--- config.mk ---
export PLATFORM = sky130hd
export DESIGN_NAME = json_string_unescape_utf8_top
export DESIGN_NICKNAME = d
export VERILOG_FILES = /design/src/sv/jsu_pkg.sv /design/src/sv/json_string_unescape_utf8_top.sv /design/src/sv/jsu_front.sv /design/src/sv/jsu_queue.sv /design/src/sv/jsu_back.sv
export SDC_FILE = /design/constraint.sdc
export NUM_CORES = 1
export LEC_CHECK = 0
export BUFFER_PORTS_ARGS = -buffer_cell sky130_fd_sc_hd__buf_4
export CAP_MARGIN = 20
export CORE_MARGIN = 4
export CORE_UTILIZATION = 57
export CTS_BUF_LIST = sky130_fd_sc_hd__clkbuf_4 sky130_fd_sc_hd__clkbuf_8 sky130_fd_sc_hd__clkbuf_16
export CTS_CLUSTER_SIZE = 10
export DETAILED_ROUTE_END_ITERATION = 8
export PLACE_DENSITY = 0.77
export SLEW_MARGIN = 5
export SYNTH_ARGS = -nofsm -noshare
export SYNTH_HDL_FRONTEND = slang
export SYNTH_SLANG_ARGS = --single-unit
--- constraint.sdc ---
create_clock -name clk -period 4.8 [get_ports clk]
set_input_delay 0.96 -clock clk [delete_from_list [all_inputs] [get_ports clk]]
set_output_delay 0.96 -clock clk [all_outputs]
set_load 0.02 [all_outputs]
--- src/sv/jsu_pkg.sv ---
// Shared types and constants for the JSON string unescaper.
package jsu_pkg;

    // Status codes carried on the last result of an input byte
    typedef enum logic [2:0] {
        ST_CONT    = 3'd0,
        ST_CLOSED  = 3'd1,
        ST_CTRL    = 3'd2,
        ST_UNTERM  = 3'd3,
        ST_BADESC  = 3'd4,
        ST_BADHEX  = 3'd5
    } status_t;

    // Work item handed from the decoder front to the output back end
    typedef struct packed {
        logic        fffd;      // U+FFFD goes out before anything else
        logic        emit_en;   // one more character follows
        logic        emit_raw;  // that character is a raw byte, cp[7:0]
        logic [20:0] cp;        // code point to encode
        status_t     status;
    } jsu_rec_t;

    // Queue head as seen by the back end
    typedef struct packed {
        logic     avail;
        jsu_rec_t rec;
    } jsu_head_t;

    localparam logic [20:0] CP_REPL    = 21'h00FFFD;
    localparam logic [20:0] CP_SUPP    = 21'h010000;
    localparam logic [5:0]  SURR_HIGH  = 6'b110110;
    localparam logic [5:0]  SURR_LOW   = 6'b110111;
    localparam logic [7:0]  LEAD2      = 8'hC0;
    localparam logic [7:0]  LEAD3      = 8'hE0;
    localparam logic [7:0]  LEAD4      = 8'hF0;
    localparam logic [7:0]  CONT_BYTE  = 8'h80;
    localparam logic [7:0]  CTRL_LIMIT = 8'h20;

endpackage

--- src/sv/json_string_unescape_utf8_top.sv ---
// Top level of the JSON string unescaper with UTF-8 output.
//
// Feed the bytes of a JSON string body, one per transfer, starting after the
// opening quote; raise input_end to mark that input ran out. Each input byte
// yields 1 to 6 results: its decoded UTF-8 bytes, then, on a close, an error
// or when no byte came out, a result with byte_valid low and the status.
// The last result of each input carries last. Input is taken one byte per
// cycle while the work queue has room; results leave one per cycle while
// out_ready is high, so the sustained input rate is one byte per cycle for
// bytes with a single result and lower for others, set by the single output
// port. An input byte passes the work queue and then the output register.
// After a close or an error the decoder is ready for a new string.
module json_string_unescape_utf8_top
    import jsu_pkg::*;
#(
    parameter int QUEUE_DEPTH = 4
)
(
    input  logic       clk,
    input  logic       rst_n,
    input  logic       in_valid,
    output logic       in_ready,
    input  logic [7:0] in_byte,
    input  logic       input_end,
    output logic       out_valid,
    input  logic       out_ready,
    output logic [7:0] out_byte,
    output logic       byte_valid,
    output logic [2:0] status,
    output logic       last
);

    jsu_rec_t  rec;
    jsu_head_t head;
    logic      full;
    logic      take;
    logic      pop;

    assign in_ready = !full;
    assign take     = in_valid && in_ready;

    jsu_front u_front
    (
        .clk       (clk),
        .rst_n     (rst_n),
        .take      (take),
        .in_byte   (in_byte),
        .input_end (input_end),
        .rec       (rec)
    );

    jsu_queue #(.DEPTH(QUEUE_DEPTH)) u_queue
    (
        .clk    (clk),
        .rst_n  (rst_n),
        .push   (take),
        .wr_rec (rec),
        .full   (full),
        .pop    (pop),
        .head   (head)
    );

    jsu_back u_back
    (
        .clk        (clk),
        .rst_n      (rst_n),
        .head       (head),
        .pop        (pop),
        .out_valid  (out_valid),
        .out_ready  (out_ready),
        .out_byte   (out_byte),
        .byte_valid (byte_valid),
        .status     (status),
        .last       (last)
    );

    // A status result closes its input byte's results
    a_status_last: assert property (@(posedge clk) disable iff (!rst_n)
        out_valid && (status != ST_CONT) |-> last && !byte_valid)
        else $error("status result not marked last");

    // A result without a byte is always the final one and carries zero
    a_nobyte_last: assert property (@(posedge clk) disable iff (!rst_n)
        out_valid && !byte_valid |-> last && (out_byte == 8'd0))
        else $error("byteless result not last or nonzero");

    // Decoded bytes never carry a status
    a_byte_cont: assert property (@(posedge clk) disable iff (!rst_n)
        out_valid && byte_valid |-> (status == ST_CONT))
        else $error("decoded byte with nonzero status");

endmodule

--- src/sv/jsu_front.sv ---
// Decoder front: tracks escape state and turns each input byte into one work item.
module jsu_front
    import jsu_pkg::*;
(
    input  logic      clk,
    input  logic      rst_n,
    input  logic      take,
    input  logic [7:0] in_byte,
    input  logic      input_end,
    output jsu_rec_t  rec
);

    typedef enum logic [5:0] {
        M_PLAIN    = 6'b000001,
        M_ESC      = 6'b000010,
        M_HEX1     = 6'b000100,
        M_PEND     = 6'b001000,
        M_PEND_ESC = 6'b010000,
        M_HEX2     = 6'b100000
    } mode_t;

    mode_t       mode_reg, mode_next;
    logic [15:0] hex_reg, hex_next;
    logic [1:0]  cnt_reg, cnt_next;
    logic [9:0]  ph_reg, ph_next;

    logic        hex_ok;
    logic [3:0]  hex_d;
    logic [15:0] hv;
    logic        esc_hit, esc_u;
    logic [7:0]  esc_char;
    logic        do_plain, do_esc, do_lone;
    status_t     st;

    // Hex digit decode
    always_comb
    begin
        hex_ok = 1'b1;
        hex_d  = '0;
        if (in_byte >= "0" && in_byte <= "9")
            hex_d = 4'(in_byte - "0");
        else if (in_byte >= "a" && in_byte <= "f")
            hex_d = 4'(in_byte - "a" + 8'd10);
        else if (in_byte >= "A" && in_byte <= "F")
            hex_d = 4'(in_byte - "A" + 8'd10);
        else
            hex_ok = 1'b0;
    end

    assign hv = {hex_reg[11:0], hex_d};

    // Escape letter map
    always_comb
    begin
        esc_hit  = 1'b1;
        esc_u    = 1'b0;
        esc_char = in_byte;
        case (in_byte)
            "\"", "\\", "/": esc_char = in_byte;
            "b": esc_char = 8'h08;
            "f": esc_char = 8'h0C;
            "n": esc_char = 8'h0A;
            "r": esc_char = 8'h0D;
            "t": esc_char = 8'h09;
            "u":
            begin
                esc_hit = 1'b0;
                esc_u   = 1'b1;
            end
            default: esc_hit = 1'b0;
        endcase
    end

    // Per-byte decode
    always_comb
    begin
        rec       = '0;
        st        = ST_CONT;
        mode_next = mode_reg;
        hex_next  = hex_reg;
        cnt_next  = cnt_reg;
        ph_next   = ph_reg;
        do_plain  = 1'b0;
        do_esc    = 1'b0;
        do_lone   = 1'b0;

        if (input_end)
            st = ST_UNTERM;
        else
        begin
            unique case (mode_reg)
                M_ESC: do_esc = 1'b1;
                M_HEX1:
                begin
                    if (!hex_ok)
                        st = ST_BADHEX;
                    else if (cnt_reg == 2'd3)
                        do_lone = 1'b1;
                    else
                    begin
                        hex_next = hv;
                        cnt_next = cnt_reg + 2'd1;
                    end
                end
                M_PEND:
                begin
                    if (in_byte == "\\")
                        mode_next = M_PEND_ESC;
                    else
                    begin
                        rec.fffd = 1'b1;
                        ph_next  = '0;
                        do_plain = 1'b1;
                    end
                end
                M_PEND_ESC:
                begin
                    if (in_byte == "u")
                    begin
                        mode_next = M_HEX2;
                        hex_next  = '0;
                        cnt_next  = '0;
                    end
                    else
                    begin
                        rec.fffd = 1'b1;
                        ph_next  = '0;
                        do_esc   = 1'b1;
                    end
                end
                M_HEX2:
                begin
                    if (!hex_ok)
                    begin
                        rec.fffd = 1'b1;
                        st       = ST_BADHEX;
                    end
                    else if (cnt_reg == 2'd3)
                    begin
                        ph_next = '0;
                        if (hv[15:10] == SURR_LOW)
                        begin
                            hex_next    = '0;
                            cnt_next    = '0;
                            mode_next   = M_PLAIN;
                            rec.emit_en = 1'b1;
                            rec.cp      = CP_SUPP + {1'b0, ph_reg, hv[9:0]};
                        end
                        else
                        begin
                            rec.fffd = 1'b1;
                            do_lone  = 1'b1;
                        end
                    end
                    else
                    begin
                        hex_next = hv;
                        cnt_next = cnt_reg + 2'd1;
                    end
                end
                default: do_plain = 1'b1;
            endcase
        end

        // Plain text byte
        if (do_plain)
        begin
            mode_next = M_PLAIN;
            if (in_byte == "\"")
                st = ST_CLOSED;
            else if (in_byte == "\\")
                mode_next = M_ESC;
            else if (in_byte < CTRL_LIMIT)
                st = ST_CTRL;
            else
            begin
                rec.emit_en  = 1'b1;
                rec.emit_raw = 1'b1;
                rec.cp       = {13'd0, in_byte};
            end
        end

        // Letter after a backslash
        if (do_esc)
        begin
            mode_next = M_PLAIN;
            if (esc_u)
            begin
                mode_next = M_HEX1;
                hex_next  = '0;
                cnt_next  = '0;
            end
            else if (esc_hit)
            begin
                rec.emit_en  = 1'b1;
                rec.emit_raw = 1'b1;
                rec.cp       = {13'd0, esc_char};
            end
            else
                st = ST_BADESC;
        end

        // Complete \u value that does not complete a surrogate pair
        if (do_lone)
        begin
            hex_next  = '0;
            cnt_next  = '0;
            mode_next = M_PLAIN;
            if (hv[15:10] == SURR_HIGH)
            begin
                ph_next   = hv[9:0];
                mode_next = M_PEND;
            end
            else if (hv[15:10] == SURR_LOW)
            begin
                rec.emit_en = 1'b1;
                rec.cp      = CP_REPL;
            end
            else
            begin
                rec.emit_en = 1'b1;
                rec.cp      = {5'd0, hv};
            end
        end

        // Close or error returns to the start state
        if (st != ST_CONT)
        begin
            mode_next = M_PLAIN;
            hex_next  = '0;
            cnt_next  = '0;
            ph_next   = '0;
        end
        rec.status = st;
    end

    always_ff @(posedge clk or negedge rst_n)
    begin
        if (!rst_n)
        begin
            mode_reg <= M_PLAIN;
            hex_reg  <= '0;
            cnt_reg  <= '0;
            ph_reg   <= '0;
        end
        else if (take)
        begin
            mode_reg <= mode_next;
            hex_reg  <= hex_next;
            cnt_reg  <= cnt_next;
            ph_reg   <= ph_next;
        end
    end

endmodule

--- src/sv/jsu_queue.sv ---
// Short register queue of work items between the front and the back end.
module jsu_queue
    import jsu_pkg::*;
#(
    parameter int DEPTH = 4
)
(
    input  logic      clk,
    input  logic      rst_n,
    input  logic      push,
    input  jsu_rec_t  wr_rec,
    output logic      full,
    input  logic      pop,
    output jsu_head_t head
);

    localparam int PW = (DEPTH > 1) ? $clog2(DEPTH) : 1;
    localparam int CW = $clog2(DEPTH + 1);
    localparam logic [PW-1:0] LAST_PTR = PW'(DEPTH - 1);
    localparam logic [CW-1:0] FULL_CNT = CW'(DEPTH);

    jsu_rec_t      mem_reg [DEPTH];
    logic [PW-1:0] wp_reg, rp_reg;
    logic [CW-1:0] cnt_reg;

    assign full       = (cnt_reg == FULL_CNT);
    assign head.avail = (cnt_reg != '0);
    assign head.rec   = mem_reg[rp_reg];

    // Storage
    always_ff @(posedge clk)
    begin
        if (push)
            mem_reg[wp_reg] <= wr_rec;
    end

    // Pointers and fill count
    always_ff @(posedge clk or negedge rst_n)
    begin
        if (!rst_n)
        begin
            wp_reg  <= '0;
            rp_reg  <= '0;
            cnt_reg <= '0;
        end
        else
        begin
            if (push)
                wp_reg <= (wp_reg == LAST_PTR) ? '0 : wp_reg + PW'(1);
            if (pop)
                rp_reg <= (rp_reg == LAST_PTR) ? '0 : rp_reg + PW'(1);
            if (push && !pop)
                cnt_reg <= cnt_reg + CW'(1);
            else if (pop && !push)
                cnt_reg <= cnt_reg - CW'(1);
        end
    end

endmodule

--- src/sv/jsu_back.sv ---
// Back end: UTF-8 encodes each work item and sends its results one per transfer.
module jsu_back
    import jsu_pkg::*;
(
    input  logic       clk,
    input  logic       rst_n,
    input  jsu_head_t  head,
    output logic       pop,
    output logic       out_valid,
    input  logic       out_ready,
    output logic [7:0] out_byte,
    output logic       byte_valid,
    output logic [2:0] status,
    output logic       last
);

    logic [7:0] enc [4];
    logic [7:0] seq [7];
    logic [2:0] enc_len;
    logic [2:0] nb;
    logic [3:0] total;
    logic       need_stat;
    logic [2:0] idx_reg;
    logic       load;
    logic       is_last;
    logic [20:0] cp;

    logic       out_valid_reg;
    logic [7:0] out_byte_reg;
    logic       byte_valid_reg;
    logic [2:0] status_reg;
    logic       last_reg;

    assign cp = head.rec.cp;

    // UTF-8 encoding of the item's character
    always_comb
    begin
        enc[0] = '0;
        enc[1] = '0;
        enc[2] = '0;
        enc[3] = '0;
        enc_len = '0;
        if (head.rec.emit_en)
        begin
            if (head.rec.emit_raw || cp < 21'h80)
            begin
                enc[0]  = cp[7:0];
                enc_len = 3'd1;
            end
            else if (cp < 21'h800)
            begin
                enc[0]  = LEAD2 | {3'd0, cp[10:6]};
                enc[1]  = CONT_BYTE | {2'd0, cp[5:0]};
                enc_len = 3'd2;
            end
            else if (cp < CP_SUPP)
            begin
                enc[0]  = LEAD3 | {4'd0, cp[15:12]};
                enc[1]  = CONT_BYTE | {2'd0, cp[11:6]};
                enc[2]  = CONT_BYTE | {2'd0, cp[5:0]};
                enc_len = 3'd3;
            end
            else
            begin
                enc[0]  = LEAD4 | {5'd0, cp[20:18]};
                enc[1]  = CONT_BYTE | {2'd0, cp[17:12]};
                enc[2]  = CONT_BYTE | {2'd0, cp[11:6]};
                enc[3]  = CONT_BYTE | {2'd0, cp[5:0]};
                enc_len = 3'd4;
            end
        end
    end

    // Byte sequence: optional replacement character, then the encoding
    always_comb
    begin
        if (head.rec.fffd)
        begin
            seq[0] = 8'hEF;
            seq[1] = 8'hBF;
            seq[2] = 8'hBD;
            seq[3] = enc[0];
            seq[4] = enc[1];
            seq[5] = enc[2];
            seq[6] = enc[3];
            nb     = enc_len + 3'd3;
        end
        else
        begin
            seq[0] = enc[0];
            seq[1] = enc[1];
            seq[2] = enc[2];
            seq[3] = enc[3];
            seq[4] = '0;
            seq[5] = '0;
            seq[6] = '0;
            nb     = enc_len;
        end
        need_stat = (head.rec.status != ST_CONT) || (nb == '0);
        total     = {1'b0, nb} + {3'd0, need_stat};
        is_last   = ({1'b0, idx_reg} == total - 4'd1);
    end

    // Output register advances when empty or taken
    assign load = !out_valid_reg || out_ready;
    assign pop  = load && head.avail && is_last;

    always_ff @(posedge clk or negedge rst_n)
    begin
        if (!rst_n)
        begin
            out_valid_reg <= 1'b0;
            idx_reg       <= '0;
        end
        else if (load)
        begin
            out_valid_reg <= head.avail;
            if (head.avail)
                idx_reg <= is_last ? '0 : idx_reg + 3'd1;
        end
    end

    // Result payload
    always_ff @(posedge clk)
    begin
        if (load && head.avail)
        begin
            if ({1'b0, idx_reg} < nb)
            begin
                out_byte_reg   <= seq[idx_reg];
                byte_valid_reg <= 1'b1;
                status_reg     <= ST_CONT;
            end
            else
            begin
                out_byte_reg   <= '0;
                byte_valid_reg <= 1'b0;
                status_reg     <= head.rec.status;
            end
            last_reg <= is_last;
        end
    end

    assign out_valid  = out_valid_reg;
    assign out_byte   = out_byte_reg;
    assign byte_valid = byte_valid_reg;
    assign status     = status_reg;
    assign last       = last_reg;

endmodule
# Word level (Yosys, flattened, before mapping)
# Memories as Yosys holds them, arrays and structs flattened.
# Cells that the tools add are included.
[word_totals]
mem_bits_rw = 108
word_cells = 223
inputBits = 13
regBits = 58
memories = 1
out_inout_bits = 15
mem_bits_ro = 0
latchBits = 0
[mem_list]
columns = ["memory", "words", "word_bits", "read_ports", "rd_ports_with_merged_regs", "wr", "line_no", "text"]
rows = [
  ["u_queue.mem_reg", 4, 27, 1, 0, 1, "jsu_queue.sv:22", "jsu_rec_t mem_reg [DEPTH];"],
]
[op_classes]
order_cmp = 12
muxes = 128
multipliers = 0
n_reduce_logical = 26
add_sub_neg = 15
bitwise = 1
div_mod_pow = 0
shift = 0
n_eq_ne = 27
[op_table]
columns = ["op", "n"]
rows = [
  ["$mux W16", 13],
  ["$mux W21", 8],
  ["$mux W23", 7],
  ["$mux W10", 8],
  ["$mux W6", 11],
  ["$mux W3", 19],
  ["$eq A8 B7 Y1 const B", 7],
  ["$mux W56", 1],
  ["$pmux W16 S3", 1],
  ["$pmux W8 S5", 1],
  ["$mux W2", 16],
  ["$mux W32", 1],
  ["$mux W8", 4],
  ["$ne A6 B1 Y1 const B", 5],
  ["$pmux W10 S3", 1],
  ["$bmux W8 S3", 1],
  ["$mux W1", 24],
  ["$mux W24", 1],
  ["$add A17 B20 Y21 const A", 1],
  ["$lt A21 B12 Y1 const B", 1],
  ["$lt A21 B17 Y1 const B", 1],
  ["$lt A21 B8 Y1 const B", 1],
  ["$eq A6 B6 Y1 const B", 3],
  ["$pmux W6 S3", 1],
  ["41 further kinds", 72],
]

# Longest topological paths before layout
[logic_depth]
ltp_word = 20
ltp_mapped = 25
mapped_depth_nobuf = 23

# Hierarchy
# From an unflattened synthesis, not the netlist that was laid out.
[unflattened]
hier_cells = 756
area_unflattened_um2 = 8999.9
[by_module_without_submodules]
columns = ["mod", "n_inst", "cells_per_inst", "area_per_inst_um2", "seq_area_each_um2"]
rows = [
  ["jsu_queue", 1, 178, 4321.6, 3418.3],
  ["jsu_front", 1, 313, 2586.2, 752.0],
  ["jsu_back", 1, 263, 2082.0, 490.5],
  ["json_string_unescape_utf8_top", 1, 2, 10.0, 0.0],
]

# Least setup slack after synthesis
# OpenSTA, ideal clock, no wires.
[synth_path]
path_kind = "reg-to-reg"
start = "register u_queue.rp_reg[0]"
end = "register u_queue.cnt_reg[1]"
path_stages_with_launch = 23
period_less_slack_ns = 5.287
path_slack_ns = -0.487
arrival_ns = 5.162
path_buffers = 3
setup_time_ns = 0.125
required_time_ns = 4.675
cell_sequence = "dfrtp_1 buf_6 buf_6 mux4_2 or4_4 nor2_4 clkbuf_1 nand3_1 ha_1 nor2_1 a41oi_2 a31oi_1 ha_1 ha_1 xor2_1 a211o_1 a211oi_4 and2_1 inv_1 ha_1 inv_1 fa_1 mux2_2"
[synth_between]
elab_chain_cells = 17
word_cells_on_any_way = 23
cone_classes = "add/sub: 3; order compare: 3; eq/ne: 1; mux: 6; reduce/logical: 9; memory: 1"
[synth_rtl]
columns = ["item", "line_no", "text"]
rows = [
  ["start: declaration", "jsu_queue.sv:23", "logic [PW-1:0] wp_reg, rp_reg;"],
  ["start signal: assignment", "jsu_queue.sv:51", "rp_reg <= (rp_reg == LAST_PTR) ? '0 : rp_reg + PW'(1);"],
  ["$mem_v2 Z4 W27 (*)", "--", ""],
  ["$lt A21 B17 Y1", "jsu_back.sv:57", "else if (cp < CP_SUPP)"],
  ["$mux W3", "jsu_back.sv:57", ""],
  ["$mux W3", "jsu_back.sv:51", "else if (cp < 21'h800)"],
  ["$mux W3", "jsu_back.sv:46", "if (head.rec.emit_raw || cp < 21'h80)"],
  ["$mux W3", "jsu_back.sv:44", "if (head.rec.emit_en)"],
  ["$add A3 B2 Y3", "jsu_back.sv:87", "nb = enc_len + 3'd3;"],
  ["$mux W3", "jsu_back.sv:78", "if (head.rec.fffd)"],
  ["(+2 left out)", "--", ""],
  ["$add A3 B1 Y4 (*)", "jsu_back.sv:101", "total = {1'b0, nb} + {3'd0, need_stat};"],
  ["$sub A4 B1 Y4 (*)", "jsu_back.sv:102", "is_last = ({1'b0, idx_reg} == total - 4'd1);"],
  ["$eq A3 B4 Y1 (*)", "jsu_back.sv:102", ""],
  ["net u_back.is_last", "jsu_back.sv:25", "logic is_last;"],
  ["$logic_and A1 B1 Y1 (*)", "jsu_back.sv:107", "assign pop = load && head.avail && is_last;"],
  ["$logic_not A1 Y1", "jsu_queue.sv:52", "if (push && !pop)"],
  ["$logic_and A1 B1 Y1", "jsu_queue.sv:52", ""],
  ["$mux W3 or $reduce_bool A2 Y1 (tied branches)", "--", ""],
  ["end signal: assignment", "jsu_queue.sv:53", "cnt_reg <= cnt_reg + CW'(1);"],
  ["end signal: assignment", "jsu_queue.sv:55", "cnt_reg <= cnt_reg - CW'(1);"],
  ["end: declaration", "jsu_queue.sv:24", "logic [CW-1:0] cnt_reg;"],
]
# Mark *: on every way through the listed nets, which the timed path passes. The rest lies on a longest branch.
# A chain may end at the register's enable or synchronous reset.

# Final worst setup path
# Same ends and word-level chain as after synthesis.

==> results.md <==
| Group | Parameter | Value |
| --- | --- | --- |
| run status | Status | finished, violations left |
| run status | Violations in the final reports | setup timing |
| timing | Max Slew Vio Count | 0 |
| cts | Deepest clock path buffer count | 2 |
| setup path | CP peak stage delay | 530 ps |
| detailed routing | Wire length per cell after detailed routing | 22.8 um |
| setup path | Critical path's most frequent cell | sky130_fd_sc_hd__buf_4 |
| setup path | Critical path launch point type | register |
| global route | Overflow left after global routing | 0 |
| setup path | Cell-by-cell listing of the critical path | buf_4, buf_4, mux4_2, or4_4, o311ai_4, a21oi_2, buf_4, buf_4, buf_4, xnor2_4, buf_4, ha_4, ha_4, xor2_2, a211o_1, a211oi_4, and2_4, inv_4, ha_4, inv_2, fa_2, mux2_4 |
| place | Sum of net half-perimeters after detailed placement | 15900 um |
| detailed routing | Number of remaining DRC errors | 0 |
| power and ir drop | Pleak | 3.91 nW |
| logic synthesis | Synth Flop Type | sky130_fd_sc_hd__edfxtp_1 |
| logic synthesis | Synth Area in Compound Gates | 0.162 |
| place | Global placer's final weighted congestion | 0.970 |
| global route | Largest net degree at the start of global routing | 42 |
| power and ir drop | Worst IR drop on VDD | 0.000397 V |
| finish | Largest register FFs | 108 |
| logic synthesis | Proportion of netlist area held by the largest area contributor | 0.418 |
| min path | Worst hold path type | register to register |
| timing | Setup repair after global routing missed its margin | true |
| setup path | CP arrival | 5450 ps |
| finish | Fill cell instance count of the final layout | 1013 |
| power and ir drop | Cell area power density | 642 nW/um^2 |
| timing | Post-Route Hold Slack | 507 ps |
| cts | CTS H-tree depth | 4 |
| logic synthesis | Post-synthesis instance area | 8690 um^2 |
| setup path | Crit path max fanout | 2 |
| setup path | Critical path's slowest cell | sky130_fd_sc_hd__or4_4 |
| cts | Clock tree root buffer cell | sky130_fd_sc_hd__clkbuf_16 |
| die | Io pins | 28 |
| logic synthesis | Top area cells in the synthesized netlist | sky130_fd_sc_hd__edfxtp_1 (42%), sky130_fd_sc_hd__dfrtp_1 (12%), sky130_fd_sc_hd__mux4_2 (6.7%), sky130_fd_sc_hd__a22o_1 (3.3%), sky130_fd_sc_hd__ha_1 (2.9%) |
| logic synthesis | Dominant combinational cell family by area after synthesis | compound AO/OA/AOI/OAI gates |
| finish | Fraction of final layout cells with drive strength greater than 1 | 0.256 |
| cts | Clock tree from TritonCTS | yes |
| die | Horiz. Die Dim | 132 um |
| run | MaxCap Viol Count | 0 |
| cts | Total number of clock tree sinks | 162 |
| setup path | Endpoint kind of the worst setup timing path | register |
| timing | Tightest Pin Transition | 762 ps |
| global route | Antenna violations before repair | 0 |
| logic synthesis | Simple-gate portion of the synthesized area | 0.140 |
| setup path | Category of the most critical setup path | register to register |
| die | Initial Util | 0.589 |
| detailed routing | Remaining number of nets flagged by the antenna check after routing | 0 |
| timing | Maximum clock frequency | 195 MHz |
| die | Height of the die | 132 um |
| logic synthesis | Sequential element share of the synthesized area | 0.536 |
| timing | Total setup violations reported at the end of the flow | 2 |
| detailed routing | First drt pass iteration count | 6 |
| timing | Minimum period implied by the final worst setup slack | 5130 ps |
| logic synthesis | Warning count from the yosys run | 0 |
| logic synthesis | Synth Net Count | 758 |
| cts | CTS Hold Bufs | 0 |
| timing | Final Worst Setup Slack | -333 ps |
| logic synthesis | Count of flip-flops with a built-in enable after synthesis | 121 |
| finish | Antenna cell count | 0 |
| logic synthesis | Gate count of the mapped netlist | 724 |
| finish | P&R area growth vs syn | 19.2% |
| logic synthesis | FFs w/ async S/R, synth | 0.253 |
| logic synthesis | Post-synthesis cell type with the largest combined area | sky130_fd_sc_hd__edfxtp_1 |
| die | Full die area | 17300 um^2 |
| die | Core area | 14800 um^2 |
| cts | Clock Latency Late Sink | 430 ps |
| timing | Final period util | 1.07 |
| global route | Via count of the first global-routing pass | 6546 |
| logic synthesis | Parity-gate share of the synthesized area counting xor and xnor cells | 0.0131 |
| detailed routing | Via density per instance | 6.64 |
| timing | Max-Slew Margin vs Limit | 0.477 |
| logic synthesis | Adder and majority gate portion of the synthesized area | 0.0311 |
| timing | Post-route clock skew | 11.4 ps |
| detailed routing | WL final | 23000 um |
| cts | Clock-pin transition on the worst setup and hold timing paths | 70 ps |
| die | Std cell rows | 44 |
| detailed routing | Via count | 6695 |
| timing | Final hold vios | 0 |
| timing | Setup tns final | -508 ps |
| logic synthesis | Distinct cell type count of the synthesized netlist | 86 |
| logic synthesis | Mapped Avg Cell Area | 12.0 um^2 |
| cts | Number of clock buffers inserted by TritonCTS | 17 |
| global route | Global-route wire length before repair | 36200 um |
| place | Number of input and output port buffers inserted | 27 |
| logic synthesis | Multiplexer share of the synthesized area | 0.0858 |
| detailed routing | Initial detailed-routing violation count | 1136 |
| setup path | WP data required | 5120 ps |
| finish | Nets@finish | 846 |
| global route | Total track usage | 0.266 |
| logic synthesis | Post-synthesis sequential element count | 162 |
synthesized netlist by cell type, types with 3 or more instances:
master                        n
sky130_fd_sc_hd__o2bb2ai_1    4
sky130_fd_sc_hd__nand3_1     18
sky130_fd_sc_hd__dfrtp_1     40
sky130_fd_sc_hd__nand3b_1     4
sky130_fd_sc_hd__o22ai_1      9
sky130_fd_sc_hd__nor4_1       6
sky130_fd_sc_hd__edfxtp_1   121
sky130_fd_sc_hd__mux2_2       6
sky130_fd_sc_hd__or4_1        3
sky130_fd_sc_hd__nor2_1      63
sky130_fd_sc_hd__a22oi_1      4
sky130_fd_sc_hd__nor3_1      21
sky130_fd_sc_hd__a22o_1      33
sky130_fd_sc_hd__and3_1       9
sky130_fd_sc_hd__or3_1        8
sky130_fd_sc_hd__a21oi_1     32
sky130_fd_sc_hd__ha_1        20
sky130_fd_sc_hd__a221oi_1     6
sky130_fd_sc_hd__a21o_1       9
sky130_fd_sc_hd__inv_1       29
sky130_fd_sc_hd__xor2_1       6
sky130_fd_sc_hd__o21ai_0     26
sky130_fd_sc_hd__xnor2_1      7
sky130_fd_sc_hd__clkbuf_1    25
sky130_fd_sc_hd__a31oi_1      9
sky130_fd_sc_hd__and2_1       9
sky130_fd_sc_hd__o31ai_1      4
sky130_fd_sc_hd__o211ai_1     7
sky130_fd_sc_hd__nand4_1      5
sky130_fd_sc_hd__mux2i_1      7
sky130_fd_sc_hd__buf_6        4
sky130_fd_sc_hd__nor2b_1      4
sky130_fd_sc_hd__nand2b_1     7
sky130_fd_sc_hd__mux4_2      26
sky130_fd_sc_hd__o21bai_1     4
sky130_fd_sc_hd__a2bb2oi_1    4
sky130_fd_sc_hd__nand2_1     60
sky130_fd_sc_hd__buf_2        5
final timing paths:
check	end	depth (start not counted)	start	slack [ps]
worst max-delay path	u_queue.cnt_reg[1]	22	u_queue.rp_reg[0]	-330
worst min-delay path	u_queue.cnt_reg[2]	1	u_queue.cnt_reg[2]	510
worst max register to register	u_queue.cnt_reg[1]	22	u_queue.rp_reg[0]	-330
worst min register to register	u_queue.cnt_reg[2]	1	u_queue.cnt_reg[2]	510
max in group asynchronous	u_queue.rp_reg[0]	1	rst_n	3850
min in group asynchronous	u_front.mode_reg[3]	1	rst_n	520
stage by stage:
stage               cells  utilization  instance area, um^2  power (mW)  setup WS, ps
finish               1009        0.702                10400        6.65          -333
global route         1009        0.702                10400        6.99          -507
CTS                   999        0.692                10200        6.44          -320
detailed placement    952        0.637                 9410        4.87          -440
global placement      952        0.637                 9410        4.80          -173
floorplan             724            -                 8750        3.87          -195
area by class of cell:
| type | instances | area (um^2) | share of cell area |
|---|---|---|---|
| Multi-Input combinational cell | 498 | 3950 | 0.381 |
| Clock buffer | 17 | 425 | 0.0411 |
| Tap cell | 184 | 230 | 0.0222 |
| Clock inverter | 15 | 144 | 0.0139 |
| Sequential cell | 162 | 4660 | 0.450 |
| Inverter | 30 | 115 | 0.0111 |
| Timing Repair Buffer | 103 | 830 | 0.0801 |
report_power, final:
part	internal, mW	switching (mW)
clock	0.687	0.611
sequential	1.89	0.183
combinational	1.48	1.80
layout by cell type, fill, tap and decap left out, types with 5 or more instances in the layout:
| cell type | Yosys | routed |
|---|---|---|
| sky130_fd_sc_hd__a21o_1 | 9 | 9 |
| sky130_fd_sc_hd__a21oi_1 | 32 | 31 |
| sky130_fd_sc_hd__a221oi_1 | 6 | 6 |
| sky130_fd_sc_hd__a22o_1 | 33 | 33 |
| sky130_fd_sc_hd__a31oi_1 | 9 | 8 |
| sky130_fd_sc_hd__and2_1 | 9 | 8 |
| sky130_fd_sc_hd__and3_1 | 9 | 9 |
| sky130_fd_sc_hd__buf_4 | 0 | 95 |
| sky130_fd_sc_hd__buf_6 | 4 | 5 |
| sky130_fd_sc_hd__clkbuf_16 | 0 | 17 |
| sky130_fd_sc_hd__dfrtp_1 | 40 | 39 |
| sky130_fd_sc_hd__edfxtp_1 | 121 | 121 |
| sky130_fd_sc_hd__ha_1 | 20 | 16 |
| sky130_fd_sc_hd__inv_1 | 29 | 25 |
| sky130_fd_sc_hd__inv_6 | 0 | 5 |
| sky130_fd_sc_hd__mux2_2 | 6 | 5 |
| sky130_fd_sc_hd__mux2i_1 | 7 | 7 |
| sky130_fd_sc_hd__mux4_2 | 26 | 26 |
| sky130_fd_sc_hd__nand2_1 | 60 | 60 |
| sky130_fd_sc_hd__nand2b_1 | 7 | 6 |
| sky130_fd_sc_hd__nand3_1 | 18 | 17 |
| sky130_fd_sc_hd__nand4_1 | 5 | 5 |
| sky130_fd_sc_hd__nor2_1 | 63 | 62 |
| sky130_fd_sc_hd__nor3_1 | 21 | 21 |
| sky130_fd_sc_hd__nor4_1 | 6 | 5 |
| sky130_fd_sc_hd__o211ai_1 | 7 | 7 |
| sky130_fd_sc_hd__o21ai_0 | 26 | 26 |
| sky130_fd_sc_hd__o22ai_1 | 9 | 9 |
| sky130_fd_sc_hd__or3_1 | 8 | 8 |
| sky130_fd_sc_hd__xor2_1 | 6 | 5 |
logic make-up after synthesis:
family | count (synthesis)
mux | 41
buf+inv | 64
compound gates | 187
flops | 162
xor+xnor | 13
simple gates | 236
fa+ha+maj | 21
per-layer routing:
metal / global-route usage / wire, um / up-vias
li1: - / - / 2995
met5: 0 / 0 / -
met1: 0.351 / 9200 / 3277
met4: 0.108 / 684 / 0
met3: 0.0478 / 1530 / 68
met2: 0.440 / 11600 / 355
worst max-delay path: cells and delay by family, from the launching register on:
family | cells | cell delay [ps]
AOI/OAI and AO/OA | 4 | 950
xor gates and xnor gates | 2 | 280
adders and majority gates | 4 | 900
buffers and inverters | 8 | 960
DFF | 1 | 490
muxes | 2 | 720
and+or+nand+nor | 2 | 730
timing repair:
item | in CTS | in global routing
resized for setup | 18 | 16
endpoints found under the setup margin | 5 | 7
pin swaps | 14 | 12
setup buffers | 15 | 10
Power figures use the tool's default switching activity.
